File: config.mk
export PLATFORM = sky130hd
export DESIGN_NAME = process_fifo_with_pid_removal_top_flat
export DESIGN_NICKNAME = d
export VERILOG_FILES = /design/src/rtl/pfq_pkg.sv /design/src/rtl/pfq_if.sv /design/src/rtl/pfq_store.sv /design/src/rtl/process_fifo_with_pid_removal_top.sv /design/src/flat_wrapper.sv
export SDC_FILE = /design/constraint.sdc
export NUM_CORES = 2
export LEC_CHECK = 0
export BUFFER_PORTS_ARGS = -buffer_cell sky130_fd_sc_hd__buf_2
export CAP_MARGIN = 0
export CELL_PAD_IN_SITES_DETAIL_PLACEMENT = 1
export CELL_PAD_IN_SITES_GLOBAL_PLACEMENT = 1
export CORE_ASPECT_RATIO = 2
export CORE_MARGIN = 2
export CORE_UTILIZATION = 41
export CTS_CLUSTER_SIZE = 10
export DETAILED_ROUTE_END_ITERATION = 8
export MAX_ROUTING_LAYER = met4
export PLACE_DENSITY = 0.71
export SYNTH_ARGS = -nofsm -noshare
export SYNTH_HDL_FRONTEND = slang
export SYNTH_SLANG_ARGS = --single-unit
File: constraint.sdc
create_clock -name clk_i -period 11.44 [get_ports clk_i]
set_clock_uncertainty 0.05 [all_clocks]
set_input_delay 2.288 -clock clk_i [delete_from_list [all_inputs] [get_ports clk_i]]
set_output_delay 2.288 -clock clk_i [all_outputs]
set_load 0.02 [all_outputs]
File: src/rtl/pfq_pkg.sv
// shared constants and types for the process record queue
`timescale 1ns / 1ps

package pfq_pkg;

  localparam int unsigned QUEUE_DEPTH = 16;
  localparam int unsigned IDX_W = $clog2(QUEUE_DEPTH);
  localparam int unsigned CNT_W = $clog2(QUEUE_DEPTH + 1);

  localparam logic [1:0] OP_PUSH   = 2'd0;
  localparam logic [1:0] OP_POP    = 2'd1;
  localparam logic [1:0] OP_DELETE = 2'd2;

  localparam logic [1:0] ST_OK   = 2'd0;
  localparam logic [1:0] ST_MISS = 2'd1;
  localparam logic [1:0] ST_FULL = 2'd2;

  typedef struct packed {
    logic [15:0] pid;
    logic [7:0]  prio;
    logic [31:0] address;
    logic [31:0] memory;
    logic [15:0] runtime;
    logic        suspended;
  } proc_rec_t;

  typedef struct packed {
    logic [1:0] status;
    proc_rec_t  rec;
  } pfq_res_t;

endpackage

File: src/rtl/pfq_if.sv
// valid/ready channel interfaces for operations and results
`timescale 1ns / 1ps

interface pfq_in_if;
  logic        valid;
  logic        ready;
  logic [1:0]  operation;
  logic [15:0] process_pid;
  logic [7:0]  process_priority;
  logic [31:0] process_address;
  logic [31:0] process_memory;
  logic [15:0] process_runtime;
  logic        process_suspended;

  modport source (
    output valid, operation, process_pid, process_priority, process_address,
           process_memory, process_runtime, process_suspended,
    input  ready
  );
  modport sink (
    input  valid, operation, process_pid, process_priority, process_address,
           process_memory, process_runtime, process_suspended,
    output ready
  );
endinterface

interface pfq_out_if;
  logic        valid;
  logic        ready;
  logic [1:0]  status;
  logic [15:0] out_pid;
  logic [7:0]  out_priority;
  logic [31:0] out_address;
  logic [31:0] out_memory;
  logic [15:0] out_runtime;
  logic        out_suspended;

  modport source (
    output valid, status, out_pid, out_priority, out_address, out_memory,
           out_runtime, out_suspended,
    input  ready
  );
  modport sink (
    input  valid, status, out_pid, out_priority, out_address, out_memory,
           out_runtime, out_suspended,
    output ready
  );
endinterface

File: src/rtl/pfq_store.sv
// record store: one write port, one read port with registered read data
`timescale 1ns / 1ps

module pfq_store import pfq_pkg::*; (
  input  logic             clk_i,
  input  logic             we_i,
  input  logic [IDX_W-1:0] waddr_i,
  input  proc_rec_t        wdata_i,
  input  logic [IDX_W-1:0] raddr_i,
  output proc_rec_t        rdata_o
);

  proc_rec_t mem_q [QUEUE_DEPTH];
  proc_rec_t rdata_q;

  always_ff @(posedge clk_i) begin
    if (we_i) begin
      mem_q[waddr_i] <= wdata_i;
    end
  end

  always_ff @(posedge clk_i) begin
    rdata_q <= mem_q[raddr_i];
  end

  assign rdata_o = rdata_q;

endmodule

File: src/rtl/process_fifo_with_pid_removal_top.sv
// process record queue with push, pop and delete by pid
`timescale 1ns / 1ps

// Ordered queue of process records held in a circular record store with a
// head pointer and an entry count. One operation is taken at a time; ready
// is high only while the sequencer is idle, and the result is held in an
// output register until it is transferred. A push, a refused push, an
// unused operation code and any operation on an empty queue go from idle
// straight to the response state. A pop first reads the head record (one
// store read). A delete walks the queue from the head, one record per
// cycle through the single read port and the pid comparator; after a match
// at position k the records behind it are moved up one place per cycle.
// The store needs no clearing after reset.
module process_fifo_with_pid_removal_top import pfq_pkg::*; (
  input  logic     clk_i,
  input  logic     rst_ni,
  pfq_in_if.sink   in_i,
  pfq_out_if.source out_o
);

  localparam logic [2:0] S_IDLE   = 3'd0;
  localparam logic [2:0] S_POP    = 3'd1;
  localparam logic [2:0] S_SEARCH = 3'd2;
  localparam logic [2:0] S_SHIFT  = 3'd3;
  localparam logic [2:0] S_RESP   = 3'd4;

  localparam logic [CNT_W+1:0] DEPTH_X  = (CNT_W + 2)'(QUEUE_DEPTH);
  localparam logic [CNT_W-1:0] CNT_FULL = CNT_W'(QUEUE_DEPTH);

  logic [2:0]       state_q, state_d;
  logic [IDX_W-1:0] head_q, head_d;
  logic [CNT_W-1:0] count_q, count_d;
  logic [CNT_W-1:0] pos_q, pos_d;
  logic [15:0]      key_q, key_d;
  pfq_res_t         res_q, res_d;

  logic             we;
  logic [IDX_W-1:0] waddr, raddr;
  proc_rec_t        wdata, rdata, in_rec;
  logic [CNT_W:0]   cnt_ext, pos_ext, pos_p1, pos_p2;

  // logical position to store slot, wrapping past the end of the store
  function automatic logic [IDX_W-1:0] phys(input logic [IDX_W-1:0] head,
                                            input logic [CNT_W:0] off);
    logic [CNT_W+1:0] sum;
    sum = (CNT_W + 2)'(head) + (CNT_W + 2)'(off);
    if (sum >= DEPTH_X) begin
      sum = sum - DEPTH_X;
    end
    return sum[IDX_W-1:0];
  endfunction

  assign cnt_ext = {1'b0, count_q};
  assign pos_ext = {1'b0, pos_q};
  assign pos_p1  = pos_ext + (CNT_W + 1)'(1);
  assign pos_p2  = pos_ext + (CNT_W + 1)'(2);

  assign in_rec.pid       = in_i.process_pid;
  assign in_rec.prio      = in_i.process_priority;
  assign in_rec.address   = in_i.process_address;
  assign in_rec.memory    = in_i.process_memory;
  assign in_rec.runtime   = in_i.process_runtime;
  assign in_rec.suspended = in_i.process_suspended;

  pfq_store u_store (
    .clk_i   (clk_i),
    .we_i    (we),
    .waddr_i (waddr),
    .wdata_i (wdata),
    .raddr_i (raddr),
    .rdata_o (rdata)
  );

  always_comb begin
    state_d = state_q;
    head_d  = head_q;
    count_d = count_q;
    pos_d   = pos_q;
    key_d   = key_q;
    res_d   = res_q;
    we      = 1'b0;
    waddr   = phys(head_q, cnt_ext);
    wdata   = in_rec;
    raddr   = head_q;

    case (state_q)
      S_IDLE: begin
        if (in_i.valid) begin
          key_d        = in_i.process_pid;
          res_d        = '0;
          res_d.status = ST_MISS;
          pos_d        = '0;
          state_d      = S_RESP;
          case (in_i.operation)
            OP_PUSH: begin
              if (count_q == CNT_FULL) begin
                res_d.status = ST_FULL;
              end else begin
                we           = 1'b1;
                count_d      = count_q + CNT_W'(1);
                res_d.status = ST_OK;
              end
            end
            OP_POP: begin
              if (count_q != '0) begin
                state_d = S_POP;
              end
            end
            OP_DELETE: begin
              if (count_q != '0) begin
                state_d = S_SEARCH;
              end
            end
            default: ;
          endcase
        end
      end
      S_POP: begin
        res_d.status = ST_OK;
        res_d.rec    = rdata;
        head_d       = phys(head_q, (CNT_W + 1)'(1));
        count_d      = count_q - CNT_W'(1);
        state_d      = S_RESP;
      end
      S_SEARCH: begin
        // read data holds the record at pos_q; fetch the next one meanwhile
        raddr = phys(head_q, pos_p1);
        if (rdata.pid == key_q) begin
          res_d.status = ST_OK;
          res_d.rec    = rdata;
          if (pos_p1 == cnt_ext) begin
            count_d = count_q - CNT_W'(1);
            state_d = S_RESP;
          end else begin
            state_d = S_SHIFT;
          end
        end else if (pos_p1 == cnt_ext) begin
          state_d = S_RESP;
        end else begin
          pos_d = pos_p1[CNT_W-1:0];
        end
      end
      S_SHIFT: begin
        // read data holds the record at pos_q + 1, which moves up to pos_q
        raddr = phys(head_q, pos_p2);
        we    = 1'b1;
        waddr = phys(head_q, pos_ext);
        wdata = rdata;
        pos_d = pos_p1[CNT_W-1:0];
        if (pos_p2 == cnt_ext) begin
          count_d = count_q - CNT_W'(1);
          state_d = S_RESP;
        end
      end
      S_RESP: begin
        if (out_o.ready) begin
          state_d = S_IDLE;
        end
      end
      default: begin
        state_d = S_IDLE;
      end
    endcase
  end

  always_ff @(posedge clk_i or negedge rst_ni) begin
    if (!rst_ni) begin
      state_q <= S_IDLE;
      head_q  <= '0;
      count_q <= '0;
      pos_q   <= '0;
    end else begin
      state_q <= state_d;
      head_q  <= head_d;
      count_q <= count_d;
      pos_q   <= pos_d;
    end
  end

  always_ff @(posedge clk_i) begin
    key_q <= key_d;
    res_q <= res_d;
  end

  assign in_i.ready          = (state_q == S_IDLE);
  assign out_o.valid         = (state_q == S_RESP);
  assign out_o.status        = res_q.status;
  assign out_o.out_pid       = res_q.rec.pid;
  assign out_o.out_priority  = res_q.rec.prio;
  assign out_o.out_address   = res_q.rec.address;
  assign out_o.out_memory    = res_q.rec.memory;
  assign out_o.out_runtime   = res_q.rec.runtime;
  assign out_o.out_suspended = res_q.rec.suspended;

`ifndef SYNTHESIS
  a_count_bound: assert property (@(posedge clk_i) disable iff (!rst_ni)
    count_q <= CNT_FULL)
    else $error("entry count beyond queue depth");

  a_head_bound: assert property (@(posedge clk_i) disable iff (!rst_ni)
    32'(head_q) < QUEUE_DEPTH)
    else $error("head pointer outside the store");

  a_count_step: assert property (@(posedge clk_i) disable iff (!rst_ni)
    (count_q == $past(count_q)) || (count_q == $past(count_q) + CNT_W'(1)) ||
    (count_q + CNT_W'(1) == $past(count_q)))
    else $error("entry count moved by more than one");

  a_shift_range: assert property (@(posedge clk_i) disable iff (!rst_ni)
    (state_q == S_SHIFT) |-> (pos_p2 <= cnt_ext))
    else $error("record move beyond the tail");

  a_miss_zero: assert property (@(posedge clk_i) disable iff (!rst_ni)
    (out_o.valid && (out_o.status != ST_OK)) |->
      (out_o.out_pid == '0 && out_o.out_address == '0 && out_o.out_memory == '0))
    else $error("failed operation returned record data");
`endif

endmodule

File: src/flat_wrapper.sv
// flat-port wrapper written by rule: the top's interface ports become plain ports
module process_fifo_with_pid_removal_top_flat import pfq_pkg::*;
  (clk_i, rst_ni, in_i_valid, in_i_operation, in_i_process_pid, in_i_process_priority, in_i_process_address, in_i_process_memory, in_i_process_runtime, in_i_process_suspended, in_i_ready, out_o_valid, out_o_status, out_o_out_pid, out_o_out_priority, out_o_out_address, out_o_out_memory, out_o_out_runtime, out_o_out_suspended, out_o_ready);
  pfq_in_if in_i_i ();
  pfq_out_if out_o_i ();
  input  logic clk_i;
  input  logic rst_ni;
  input wire logic [$bits(in_i_i.valid)-1:0] in_i_valid;
  input wire logic [$bits(in_i_i.operation)-1:0] in_i_operation;
  input wire logic [$bits(in_i_i.process_pid)-1:0] in_i_process_pid;
  input wire logic [$bits(in_i_i.process_priority)-1:0] in_i_process_priority;
  input wire logic [$bits(in_i_i.process_address)-1:0] in_i_process_address;
  input wire logic [$bits(in_i_i.process_memory)-1:0] in_i_process_memory;
  input wire logic [$bits(in_i_i.process_runtime)-1:0] in_i_process_runtime;
  input wire logic [$bits(in_i_i.process_suspended)-1:0] in_i_process_suspended;
  output wire logic [$bits(in_i_i.ready)-1:0] in_i_ready;
  output wire logic [$bits(out_o_i.valid)-1:0] out_o_valid;
  output wire logic [$bits(out_o_i.status)-1:0] out_o_status;
  output wire logic [$bits(out_o_i.out_pid)-1:0] out_o_out_pid;
  output wire logic [$bits(out_o_i.out_priority)-1:0] out_o_out_priority;
  output wire logic [$bits(out_o_i.out_address)-1:0] out_o_out_address;
  output wire logic [$bits(out_o_i.out_memory)-1:0] out_o_out_memory;
  output wire logic [$bits(out_o_i.out_runtime)-1:0] out_o_out_runtime;
  output wire logic [$bits(out_o_i.out_suspended)-1:0] out_o_out_suspended;
  input wire logic [$bits(out_o_i.ready)-1:0] out_o_ready;
  assign in_i_i.valid = in_i_valid;
  assign in_i_i.operation = in_i_operation;
  assign in_i_i.process_pid = in_i_process_pid;
  assign in_i_i.process_priority = in_i_process_priority;
  assign in_i_i.process_address = in_i_process_address;
  assign in_i_i.process_memory = in_i_process_memory;
  assign in_i_i.process_runtime = in_i_process_runtime;
  assign in_i_i.process_suspended = in_i_process_suspended;
  assign in_i_ready = in_i_i.ready;
  assign out_o_valid = out_o_i.valid;
  assign out_o_status = out_o_i.status;
  assign out_o_out_pid = out_o_i.out_pid;
  assign out_o_out_priority = out_o_i.out_priority;
  assign out_o_out_address = out_o_i.out_address;
  assign out_o_out_memory = out_o_i.out_memory;
  assign out_o_out_runtime = out_o_i.out_runtime;
  assign out_o_out_suspended = out_o_i.out_suspended;
  assign out_o_i.ready = out_o_ready;
  process_fifo_with_pid_removal_top u_core (.clk_i(clk_i), .rst_ni(rst_ni), .in_i(in_i_i), .out_o(out_o_i));
endmodule
Yosys cells after proc, flatten, opt, wreduce, memory -nomap -nowiden
Memory sizes are Yosys's and may differ from the RTL's. A register that Yosys moved wholly into a read port is not among the register bits.
Cells that the tools add are included.

storage, ports and cells
  register bits after elaboration = 140
  bits in writable memories = 1680
  bits of input ports = 111
  output and inout port bits = 109
  memories = 1

operators by class
  add/subtract/negate cells = 14
  $lt $le $gt $ge = 5
  equality and inequality tests = 20
  multiplexer cells = 40
  reduce and logical (&&, ||, !) cells = 11

memories
  memory                depth  width  read ports  clocked after Yosys merged registers in  wr ports  line             text
  u_core.u_store.mem_q  16     105    1           1                                        1         pfq_store.sv:13  proc_rec_t mem_q [QUEUE_DEPTH];

operator list
  kind                 number
  $pmux 107 s3         1
  $mux 107             2
  $mux 105             1
  $mux 5               9
  $mux 3               8
  $mux 4               6
  $pmux 5 s4           1
  $sub 4x1->4 const B  5
  $eq 16x16->1         1
  $pmux 3 s5           1
  $pmux 5 s3           1
  $add 4x6->7          2
  $ge 7x5->1 const B   2
  $add 4x5->6          2
  $eq 6x5->1           2
  $ge 6x5->1 const B   2
  $ne 2x1->1 const B   5
  $ne 2x2->1 const B   4
  $pmux 4 s2           1
  $reduce_and 4->1     2
  $reduce_and 7->1     1
  $add 5x1->6 const B  1
  $add 5x2->6 const B  1
  $eq 3x2->1 const B   2
  21 further kinds     27

Logic depth before layout (Yosys ltp)
  depth in word-level cells = 7
  depth in mapped cells = 17
  mapped depth without buffers = 11

By module
From an unflattened synthesis, not the netlist that was laid out.

unflattened totals
  cell total of the unflattened synthesis = 3263
  area, all modules = 72479.5 um2

by module, submodules not included
  module                             instances  cells an instance  area each (um2)  seq. area each (um2)
  pfq_store                          1          2688               64948.5          52550.4
  process_fifo_with_pid_removal_top  1          575                7531.0           4119.0

Least setup slack after synthesis
Ideal clock, no wire load.

  kind = input -> register
  from = input port in_i_valid
  to = register u_core.res_q, in the netlist u_core.out_o.out_address[0] (enable)
  setup time = 0.735 ns
  data arrival time = 10.569 ns
  data required time = 10.655 ns
  path slack = 0.086 ns
  stages on the path = 4
  path buffers = 0
  path through = nor3_1 > or2_2 > a21oi_1 > a21boi_0

on the way
  word-level cells in the longest chain between the ends = 2

RTL lines
  what                        line                                      text
  start, declared             flat_wrapper.sv:8                         input wire logic [$bits(in_i_i.valid)-1:0] in_i_valid;
  $ne 2x2->1 (no line)        n/a
  $reduce_and 3->1 (no line)  n/a
  end signal, assigned        process_fifo_with_pid_removal_top.sv:182  res_q <= res_d;
  end, declared               process_fifo_with_pid_removal_top.sv:35   pfq_res_t res_q, res_d;

No other way between the ends.
A chain may end at the register's enable or synchronous reset.

Worst setup path after layout
  from = register u_core.state_q[1]
  to = register, netlist name u_core.u_store.rdata_o[58]

on the way
  word-level cells in the longest chain between the ends = 2
  elaborated cells on any way between the ends = 3
  classes of those cells = 2 x eq/ne; 1 x mux

RTL lines
  what                    line                                      text
  start, declared         process_fifo_with_pid_removal_top.sv:30   logic [2:0] state_q, state_d;
  start signal, assigned  process_fifo_with_pid_removal_top.sv:173  state_q <= state_d;
  $eq 3x2->1              process_fifo_with_pid_removal_top.sv:86   case (state_q)
  $pmux 4 s2 *            process_fifo_with_pid_removal_top.sv:86

Every way passes the cells marked *; elsewhere a longest branch is shown, timed or not.

==> results_dict.tcl <==
set metrics [dict create \
    outcome "completed" \
    cts_buffers 219 \
    wl_um 230000 \
    maxSlewHeadroom_pct 4.07 \
    gp_congestion 0.790 \
    antenna_found_initial 6 \
    worst_pin_slew_ns 1.40 \
    placed_cell_area_um2 81500 \
    grt_usage_pct 24.1 \
    synth_edf_count 1803 \
    hold_depth 1 \
    fin_util_pct 46.4 \
    dieArea_um2 194000 \
    vias 47000 \
    postSynthAreaPerCell_um2 15.1 \
    rsz0062_at_grt "false" \
    hold_viol_final 0 \
    finalSetupViolCount 0 \
    reg2reg_to "u_core.u_store.rdata_o[58]" \
    reg2reg_depth 13 \
    die_y_um 620 \
    power_density_nw_per_um2 223 \
    fill_cells 18400 \
    drc 0 \
    firstDrtPassIters 5 \
    cp-startpoint "u_core.state_q[1]" \
    grt_max_degree 165 \
    endpoint_kind "flip-flop" \
    synth_cell_type_count 56 \
    syn_nets 5282 \
    period_share_pct 53.4 \
    first_global_vias 50900 \
    ir_worst_vdd_uv 198 \
    worstPathRequired_ns 12.06 \
    timing.fmax_mhz 164 \
    r2r_start "u_core.state_q[1]" \
    start_util_pct 41.2 \
    cts_resized 0 \
    min_from "u_core.u_store.rdata_o[22]" \
    clock_sinks 1925 \
    worstSkewPairLatency_ns 0.84 \
    die_x_um 312 \
    synth-seq-area-share_pct 72.8 \
    reg2reg_slack_ns 5.33 \
    antenna_left 0 \
    wire_per_inst_um 29.0 \
    finalWorstSetupSlack_ns 5.33 \
    cp_max_fo 161 \
    nets 5408 \
    drive_gt1_share_pct 11.3 \
    setup_tns_ns 0 \
    hold_class "flip-flop to flip-flop" \
    syn2layout_area_growth_pct 12.6 \
    post_cts_buffers 0 \
    netlist_instances 5153 \
    yosysWarningCount 0 \
    synth_top_area_cell "edfxtp_1" \
    cellLeakagePower_nw 32.8 \
    core_um2 189000 \
    io_pins 220 \
    slew_viol_final 0 \
    async_flop_share_pct 0.883 \
    cp-endpoint "u_core.u_store.rdata_o[58]" \
    min_period_ns 6.11 \
    clk_pin_slew_ns 0.06 \
    cts.hold.buffers_added 0 \
    gr-total-overflow 0 \
    vias_per_cell 5.91 \
    synth_top_area_share_pct 69.5 \
    power_mw 19.6 \
    ys_ff_latch 1925 \
    netlist_top_cells_count "1,803 x edfxtp_1, 757 x nand2_1, 633 x mux2i_1" \
    cts_tree "yes" \
    grt_pass1_wl_um 338000 \
    crit_type "flip-flop to flip-flop" \
    start_kind "flip-flop" \
    cts_buffer_depth 4 \
    cap_violations 0 \
    port_buffers 219 \
    yosysMostFrequentCell "edfxtp_1" \
    drtIter0Drc 3935 \
    crit_arrival_ns 6.73 \
    htreeDepth 4 \
    root_buffer "clkbuf_16" \
    dp_hpwl_um 115000 \
    rows 226 \
    preCtsSetupSlack_ns 5.29 \
    design_area_um2 87700 \
    synthFlopType "edfxtp_1" \
    synth_area_um2 77900 \
    synth_area_leaders "edfxtp_1 70%, mux2i_1 8.1%, a211oi_1 4.0%" \
]
per-stage QoR:
| step | hold slack [ns] | instances |
|---|---|---|
| finish | 0.487 | 7948 |
| global route | 0.514 | 7945 |
| CTS | 0.493 | 7941 |
| detailed placement | 0.479 | 7566 |
| global placement | 0.472 | 7566 |
| floorplan | 0.456 | 5153 |
cell type report:
type / instances / area, um2 / area share, %
Clock inverter: 6 / 50.0 / 0.0571
Multi-Input combinational cell: 2612 / 18900 / 21.5
Tap cell: 2508 / 3140 / 3.58
Timing Repair Buffer: 296 / 1970 / 2.25
Inverter: 225 / 845 / 0.963
Antenna cell: 7 / 17.5 / 0.0200
Clock buffer: 369 / 6120 / 6.97
Sequential cell: 1925 / 56700 / 64.6
logic make-up after synthesis:
kind of cell,after synthesis,synth area share (%)
mux,636,8.18
xor+xnor,45,0.506
flops,1925,72.8
simple gates,1027,5.42
fa+ha+maj,18,0.318
compound gates,886,9.57
buf+inv,616,3.25
how the worst min path moves through the flow:
stage | slack (ns) | to
floorplan | 0.46 | u_core.out_o.out_address[0]
global placement | 0.47 | u_core.out_o.out_address[26]
detailed placement | 0.48 | u_core.out_o.out_address[26]
CTS | 0.49 | u_core.out_o.out_address[26]
global route | 0.51 | u_core.out_o.out_address[29]
finish | 0.49 | u_core.out_o.out_memory[5]
flip-flops by register name (all words and copies together) (netlist names), 8 cells and up:
name,flops
u_core.key_q,16
u_core.out_o.out_address,32
u_core.out_o.out_memory,32
u_core.out_o.out_pid,16
u_core.out_o.out_priority,8
u_core.out_o.out_runtime,16
u_core.u_store.mem_q,1680
u_core.u_store.rdata_o,105
cells in the final DEF, fill, tap and decap left out, drive strengths merged, types with 7 or more instances in the layout:
| cell | n |
|---|---|
| edfxtp | 1803 |
| mux2i | 633 |
| dfxtp | 105 |
| buf | 296 |
| dfrtp | 17 |
| nand2 | 757 |
| and2 | 106 |
| o21ai | 10 |
| nor2 | 130 |
| ha | 15 |
| diode | 7 |
| a311oi | 210 |
| xor2 | 25 |
| a2111oi | 105 |
| a21o | 7 |
| clkbuf | 369 |
| xnor2 | 20 |
| inv | 227 |
| a21oi | 11 |
| a211oi | 420 |
| a221oi | 106 |
layer usage:
| layer | wire [um] | GRT usage, % | vias up |
|---|---|---|---|
| met1 | 88300 | 27.2 | 24800 |
| li1 | - | - | 20100 |
| met2 | 123000 | 43.8 | 1617 |
| met4 | 8380 | 9.12 | 0 |
| met3 | 10400 | 2.50 | 485 |
| met5 | 0 | - | - |
critical path: stages, from the launching register on:
cell and delay, ns:
dfrtp_1 0.63, nand3b_1 0.70, buf_12 0.48, o21ai_0 0.30, inv_1 0.09, fa_1 0.39
xnor2_1 0.18, mux2i_4 0.29, buf_12 0.56, buf_12 0.69, mux2i_1 0.30, mux2i_1 0.12
a2111oi_0 0.54, nor2_1 0.10
report_power, final:
group	internal [mW]	total [mW]	leakage (nW)	switching, mW
Sequential	8.31	8.67	17.4	0.364
Clock	3.59	6.30	2.94	2.71
Combinational	1.42	4.58	12.4	3.17
Total	13.3	19.6	32.8	6.24
(Power assumes the default switching activity.)
